<file path="src/hdl/rvp_pkg.sv">
// shared types, constants and width helpers for the radial vignette pixel core
// no dependencies
`timescale 1ns / 1ps

package rvp_pkg;

    localparam int COL_W        = 12;
    localparam int CH_W         = 8;
    localparam int CFG_W        = 13;
    localparam int GAIN_W       = 16;
    localparam int FRAC_SQ_W    = 16;
    localparam int MAX_SIDE_DEF = 4096;

    localparam logic [CFG_W-1:0]  WIDTH_RST  = 13'd640;
    localparam logic [CFG_W-1:0]  HEIGHT_RST = 13'd480;
    localparam logic [GAIN_W-1:0] GAIN_HALF  = 16'h8000;
    localparam logic [CH_W-1:0]   CH_MAX     = 8'hFF;

    typedef enum logic [0:0] {
        REG_WIDTH  = 1'b0,
        REG_HEIGHT = 1'b1
    } t_reg_idx;

    typedef struct packed {
        logic [COL_W-1:0] column;
        logic [COL_W-1:0] row;
        logic [CH_W-1:0]  blue_in;
        logic [CH_W-1:0]  green_in;
        logic [CH_W-1:0]  red_in;
    } t_pix_in;

    typedef struct packed {
        logic [CH_W-1:0] blue_out;
        logic [CH_W-1:0] green_out;
        logic [CH_W-1:0] red_out;
    } t_pix_out;

    typedef struct packed {
        t_reg_idx         index;
        logic [CFG_W-1:0] value;
    } t_cfg;

    typedef struct packed {
        logic busy;
        logic pass;
    } t_geom_stat;

    // width of the frame center coordinate
    function automatic int half_w(input int side);
        return $clog2(side + 1) - 1;
    endfunction

    // width of a pixel-to-center offset
    function automatic int dx_w(input int side);
        return (half_w(side) > COL_W) ? half_w(side) : COL_W;
    endfunction

    // width of a distance in Q.8
    function automatic int root_w(input int side);
        return (2 * dx_w(side) + 1 + FRAC_SQ_W + 1) >> 1;
    endfunction

endpackage

</file>
<file path="src/hdl/rvp_sqrt_pipe.sv">
// pipelined integer square root, one root bit per stage, with a sideband word
// depends on rvp_pkg
`timescale 1ns / 1ps

module rvp_sqrt_pipe
    import rvp_pkg::*;
#(
    parameter int ROOT_W = root_w(MAX_SIDE_DEF),
    parameter int SIDE_W = 3 * CH_W
) (
    input  logic                  i_clk,
    input  logic                  i_rst_n,
    input  logic                  i_en,
    input  logic                  i_vld,
    input  logic [2*ROOT_W-1:0]   i_rad,
    input  logic [SIDE_W-1:0]     i_side,
    output logic                  o_vld,
    output logic [ROOT_W-1:0]     o_root,
    output logic [SIDE_W-1:0]     o_side
);

    localparam int RAD_W = 2 * ROOT_W;
    localparam int REM_W = ROOT_W + 2;

    logic              r_vld  [ROOT_W];
    logic [RAD_W-1:0]  r_rad  [ROOT_W];
    logic [REM_W-1:0]  r_rem  [ROOT_W];
    logic [ROOT_W-1:0] r_root [ROOT_W];
    logic [SIDE_W-1:0] r_side [ROOT_W];

    logic [RAD_W-1:0]  w_rad_in  [ROOT_W];
    logic [REM_W-1:0]  w_rem_in  [ROOT_W];
    logic [ROOT_W-1:0] w_root_in [ROOT_W];
    logic [SIDE_W-1:0] w_side_in [ROOT_W];
    logic [REM_W-1:0]  w_try_rem [ROOT_W];
    logic [REM_W-1:0]  w_try     [ROOT_W];
    logic              w_ge      [ROOT_W];

    always_comb begin
        w_rad_in[0]  = i_rad;
        w_rem_in[0]  = '0;
        w_root_in[0] = '0;
        w_side_in[0] = i_side;
        for (int k = 1; k < ROOT_W; k++) begin
            w_rad_in[k]  = r_rad[k-1];
            w_rem_in[k]  = r_rem[k-1];
            w_root_in[k] = r_root[k-1];
            w_side_in[k] = r_side[k-1];
        end
        for (int k = 0; k < ROOT_W; k++) begin
            w_try_rem[k] = {w_rem_in[k][ROOT_W-1:0], w_rad_in[k][RAD_W-1 -: 2]};
            w_try[k]     = {1'b0, w_root_in[k][ROOT_W-2:0], 2'b01};
            w_ge[k]      = (w_try_rem[k] >= w_try[k]);
        end
    end

    always_ff @(posedge i_clk) begin
        if (!i_rst_n) begin
            for (int k = 0; k < ROOT_W; k++) begin
                r_vld[k] <= 1'b0;
            end
        end else if (i_en) begin
            r_vld[0] <= i_vld;
            for (int k = 1; k < ROOT_W; k++) begin
                r_vld[k] <= r_vld[k-1];
            end
        end
    end

    always_ff @(posedge i_clk) begin
        if (i_en) begin
            for (int k = 0; k < ROOT_W; k++) begin
                r_rad[k]  <= w_rad_in[k] << 2;
                r_rem[k]  <= w_ge[k] ? (w_try_rem[k] - w_try[k]) : w_try_rem[k];
                r_root[k] <= {w_root_in[k][ROOT_W-2:0], w_ge[k]};
                r_side[k] <= w_side_in[k];
            end
        end
    end

    assign o_vld  = r_vld[ROOT_W-1];
    assign o_root = r_root[ROOT_W-1];
    assign o_side = r_side[ROOT_W-1];

endmodule

</file>
<file path="config.mk">
export PLATFORM = sky130hd
export DESIGN_NAME = rvp_sqrt_pipe
export DESIGN_NICKNAME = d
export VERILOG_FILES = /design/src/hdl/rvp_pkg.sv /design/src/hdl/rvp_sqrt_pipe.sv
export SDC_FILE = /design/constraint.sdc
export NUM_CORES = 2
export LEC_CHECK = 0
export ABC_AREA = 1
export BUFFER_PORTS_ARGS = -buffer_cell sky130_fd_sc_hd__buf_4
export CAP_MARGIN = 10
export CORE_UTILIZATION = 45
export CTS_BUF_LIST = sky130_fd_sc_hd__clkbuf_4 sky130_fd_sc_hd__clkbuf_8 sky130_fd_sc_hd__clkbuf_16
export DETAILED_ROUTE_END_ITERATION = 12
export HOLD_SLACK_MARGIN = 0.12
export PLACE_DENSITY_LB_ADDON = 0.3
export SLEW_MARGIN = 40
export SYNTH_ARGS = -nofsm -noshare
export SYNTH_HDL_FRONTEND = slang
export SYNTH_SLANG_ARGS = --single-unit
</file>
<file path="constraint.sdc">
create_clock -name i_clk -period 2.9 [get_ports i_clk]
set_clock_uncertainty 0.2 [all_clocks]
set_input_delay 0.435 -clock i_clk [delete_from_list [all_inputs] [get_ports i_clk]]
set_output_delay 0.435 -clock i_clk [all_outputs]
set_load 0.02 [all_outputs]
</file>
Yosys cells after proc, flatten, opt, wreduce, memory -nomap -nowiden
Memories as Yosys holds them, arrays and structs flattened.
Cells that the tools add are included.
{"block": "op_classes", "n_addsub": 21, "n_lt_le_gt_ge": 21, "n_mux": 47, "n_bitwise": 21}
{"cell": "23-bit 2-to-1 mux", "count": 21}
{"cell": "23-bit by 22-bit >= comparator with 1-bit output", "count": 20}
{"cell": "23-bit by 22-bit subtractor with 23-bit output", "count": 20}
{"cell": "1-bit 2-to-1 mux", "count": 26}
{"cell": "1-bit OR", "count": 21}
{"cell": "2-bit by 1-bit subtractor with 3-bit output (second input constant)", "count": 1}
{"cell": "2-bit by 1-bit >= comparator with 1-bit output (second input constant)", "count": 1}
{"block": "word_totals", "regBits": 0, "ram_bits": 2289, "in_bits": 70, "mem_count": 5}
{"memory": "r_rad", "words": 21, "width": 40, "rd": 20, "rd_clocked_by_memory_dff": 0, "wr": 21, "line": "rvp_sqrt_pipe.sv:26", "source": "logic [RAD_W-1:0] r_rad [ROOT_W];"}
{"memory": "r_side", "words": 21, "width": 24, "rd": 21, "rd_clocked_by_memory_dff": 0, "wr": 21, "line": "rvp_sqrt_pipe.sv:29", "source": "logic [SIDE_W-1:0] r_side [ROOT_W];"}
{"memory": "r_rem", "words": 21, "width": 23, "rd": 20, "rd_clocked_by_memory_dff": 0, "wr": 21, "line": "rvp_sqrt_pipe.sv:27", "source": "logic [REM_W-1:0] r_rem [ROOT_W];"}
{"memory": "r_root", "words": 21, "width": 21, "rd": 21, "rd_clocked_by_memory_dff": 0, "wr": 21, "line": "rvp_sqrt_pipe.sv:28", "source": "logic [ROOT_W-1:0] r_root [ROOT_W];"}
{"memory": "r_vld", "words": 21, "width": 1, "rd": 21, "rd_clocked_by_memory_dff": 0, "wr": 21, "line": "rvp_sqrt_pipe.sv:25", "source": "logic r_vld [ROOT_W];"}

Depth between registers and ports, before layout
{"block": "logic_depth", "ltp_word": 4, "mapped_depth": 14}

Worst setup path before layout
No wires, ideal clock.
{"block": "synth_path", "path_kind": "reg2reg", "startpoint": "mem r_rem[1][23] in the netlist's numbering", "endpoint": "mem r_rem[1][55] in the netlist's numbering (data pin)", "setup_time_ns": 0.249, "arrival_ns": 1.731, "slack_ns": 0.720, "path_stages_with_launch": 13, "synth_period_minus_slack_ns": 2.180, "path_cell_list": "edfxtp_1 -> ha_1 -> a21oi_2 -> nand2_1 -> nand2_1 -> nand3_2 -> nand2_2 -> nand2_4 -> nor2_8 -> inv_2 -> buf_6 -> nand2_1 -> inv_1"}
{"element": "start, declared", "line": "rvp_sqrt_pipe.sv:27"}

==> results.md <==
- CTS H-tree lvls: 4
- Hold WC Path Type: input port to register
- Iteration-0 DRC Markers: 2983
- Number of global-route vias before repair: 44397
- R2R Path Start: r_root[1][65]
- Hpwl dp: 110 mm
- Non-Filler Instances: 9226
- Total iterations of the first detailed-routing run: 9
- Wirelength per Cell: 16.2 µm
- Commonest register cell after synthesis: edfxtp_1
- Clk pin slew, worst setup/hold paths: 0.06 ns
- Count of final hold-check violations: 0
- Final TNS setup: 0 ns
- Core box area: 158000 µm²
- Leakage: 34.8 nW
- First-pass GRT wire length: 238 mm
- Slew of the pin with the lowest slew margin: 0.611 ns
- Fmax: 369 MHz
- Dpl cell area: 75600 µm²
- Grt ovf: 0
- CTS tree: done
- Synth cell types: 54
- Fin crit period: 2.71 ns
- Fraction of the cycle the final worst path needs: 0.935
- Worst Hold Margin: 0.175 ns
- Gr usage total: 0.186
- Failing checks: design-rule violations
- Kind of critical path: register to register
- Number of max-cap violations: 0
- Yosys warnings: 0
- Clk_lat worst skew: 0.80 ns
- Slew margin rel.: 0.592
- Antenna Nets Post-Route: 0
- Ant. Diodes: 0
- Via count: 44852
- Crit-path max FO: 4
- Placed cell count: 8794
- Nets: 7336
- Avg Synthesized Cell Area: 10.9 µm²
- CTS Sinks: 1570
- IO Pins: 116
- Cell area after synthesis: 71600 µm²
- Std-Cell Rows: 146
- Pwr/cell area: 715 nW/µm²
- CP startpoint: r_root[1][65]
- Initial antenna violation count: 1
- # DRC: 1
- Peak supply drop: 0.555 mV
- Initial core utilization: 0.453
- Post-route design area: 82500 µm²
- Placer congestion estimate: 0.925
- Critical Path Source Type: register
- Largest net degree at the start of global routing: 94
- Yosys top cell area share: 0.658
- Synth top area cells: edfxtp_1 (66%), nand2_1 (10%), inv_1 (5.1%)
- Area Overhead vs Synth: 15.2%
- WP data required: 3.18 ns
- Die Footprint: 161000 µm²
- Area leader, netlist: edfxtp_1
- Critical path capture point type: register
- Crit path DAT: 2.99 ns
- Post-synth ARST share: 0
- Die X: 401 µm
- Post-synth EDFFs: 1569
- Routed WL: 150 mm
- Sequential-to-total area share from yosys stat: 0.658
- Hold wc startpoint: i_rad[15]
- Status: complete, but fails checks
- IO Port Bufs: 115
- Syn nets: 6912
- RSZ-0062 raised after global routing: false
- Post-synthesis register bit count: 1570
- Via/cell ratio: 4.86
- Clock root buffer: clkbuf_16
- Slew Viols, Final: 0
- Number of CTS-inserted buffers: 166
- Post-Syn Instances: 6589
- Max clock buf depth: 3
- # setup viols final: 0
- Layout cell share with drive strength beyond 1: 0.0900
- Setup Buffers After CTS: 0
- Die Y: 401 µm
kinds of logic after synthesis:
logic type | share of synthesized area
XOR/XNOR | 0.0187
AO/OA/AOI/OAI | 0.0369
buffers and inverters | 0.0626
AND/OR/NAND/NOR | 0.179
other | 0.0000524
flip-flops | 0.658
adder cells (fa/ha/maj) | 0.0442
per-layer routing:
| metal | track usage | share of wire |
|---|---|---|
| met1 | 0.245 | 0.45 |
| met4 | 0.0606 | 0.028 |
| met2 | 0.316 | 0.48 |
| met5 | 0 | 0 |
| met3 | 0.0280 | 0.036 |
power by group:
group,internal (mW),total [mW],switching [mW]
Sequential,27.5,28.7,1.17
Combinational,3.17,8.97,5.80
Clock,12.4,21.3,8.89
Total,43.1,59.0,15.9
flip-flops by register name, indices dropped and copies added, names as in the netlist:
register	cells
r_side	504
r_root	231
r_vld	21
r_rem	394
r_rad	420
synth_stat cells (4+ instances only):
| library cell | number |
|---|---|
| o21ai_2 | 26 |
| nor3_2 | 5 |
| nor3_1 | 49 |
| o21a_1 | 4 |
| o211ai_1 | 4 |
| or2_2 | 15 |
| edfxtp_1 | 1569 |
| buf_2 | 16 |
| nand2_2 | 10 |
| o21bai_1 | 18 |
| o21ai_0 | 141 |
| nand3b_1 | 62 |
| ha_1 | 253 |
| nand2_1 | 1923 |
| nand4_2 | 4 |
| a21oi_1 | 217 |
| nand3_1 | 324 |
| nor2_2 | 24 |
| nor4_1 | 6 |
| a21oi_2 | 17 |
| nand4_1 | 96 |
| a21o_1 | 5 |
| nor2_1 | 506 |
| buf_6 | 10 |
| inv_1 | 968 |
| o21ai_1 | 32 |
| xor2_1 | 93 |
| and2_1 | 6 |
| nand3_2 | 9 |
| clkbuf_2 | 4 |
| buf_4 | 61 |
| nand3_4 | 5 |
| inv_2 | 12 |
| xnor2_1 | 60 |
| and3_1 | 4 |
repair_timing:
action                                 4_1_cts  5_1_grt
resized for setup                            0        3
hold buffers                               123        0
setup endpoints to repair                    0        3
endpoints found under the hold margin      180        0
per-stage QoR:
step | utilization | power (mW) | setup slack [ns]
after floorplan | - | 34.7 | 0.720
after global placement | 0.478 | 37.9 | 0.120
after detailed placement | 0.478 | 38.0 | 0.128
after CTS | 0.522 | 59.7 | 0.104
after global routing | 0.522 | 62.0 | 0.0107
final | 0.522 | 59.0 | 0.189
worst paths after layout:
check,endpoint,slack (ns),depth (start not counted)
min reg2reg,r_rad[2][74],0.20,0
min,r_rad[0][15],0.18,2
max reg2reg,r_rem[3][16],0.19,8
max,r_rem[3][16],0.19,8
final cells by class:
type	instances	area [µm²]
Timing Repair Buffer	354	3440
Clock inverter	111	1230
Clock buffer	198	4410
Multi-Input combinational cell	3936	20000
Fill cell	13828	75700
Sequential cell	1570	47100
Tap cell	2072	2590
Inverter	985	3720
critical path, cell delays in order, from the launching register on:
cell and delay [ns]:
edfxtp_1 0.42, inv_1 0.07, ha_1 0.35, nand2_1 0.13
nor2_1 0.26, nand3_1 0.14, nand2_1 0.23, a21oi_1 0.16
o21ai_0 0.48
placed cells by master, fill, tap and decap left out, types with 11 or more instances in the layout:
cell type      instances
a21oi_2               17
inv_1                968
nor2_2                24
nand3_1              324
clkinv_2              27
o21bai_1              18
inv_2                 11
nor2_1               506
or2_2                 15
clkinv_1              38
edfxtp_1            1569
clkbuf_4              31
o21ai_0              141
ha_1                 253
clkbuf_16            167
xor2_1                93
buf_4                193
a21oi_1              217
dlygate4sd3_1        123
o21ai_2               26
buf_12                36
nor3_1                49
nand2_1             1923
nand3b_1              62
nand4_1               96
o21ai_1               32
bufinv_16             16
xnor2_1               60
(Power assumes the default switching activity.)
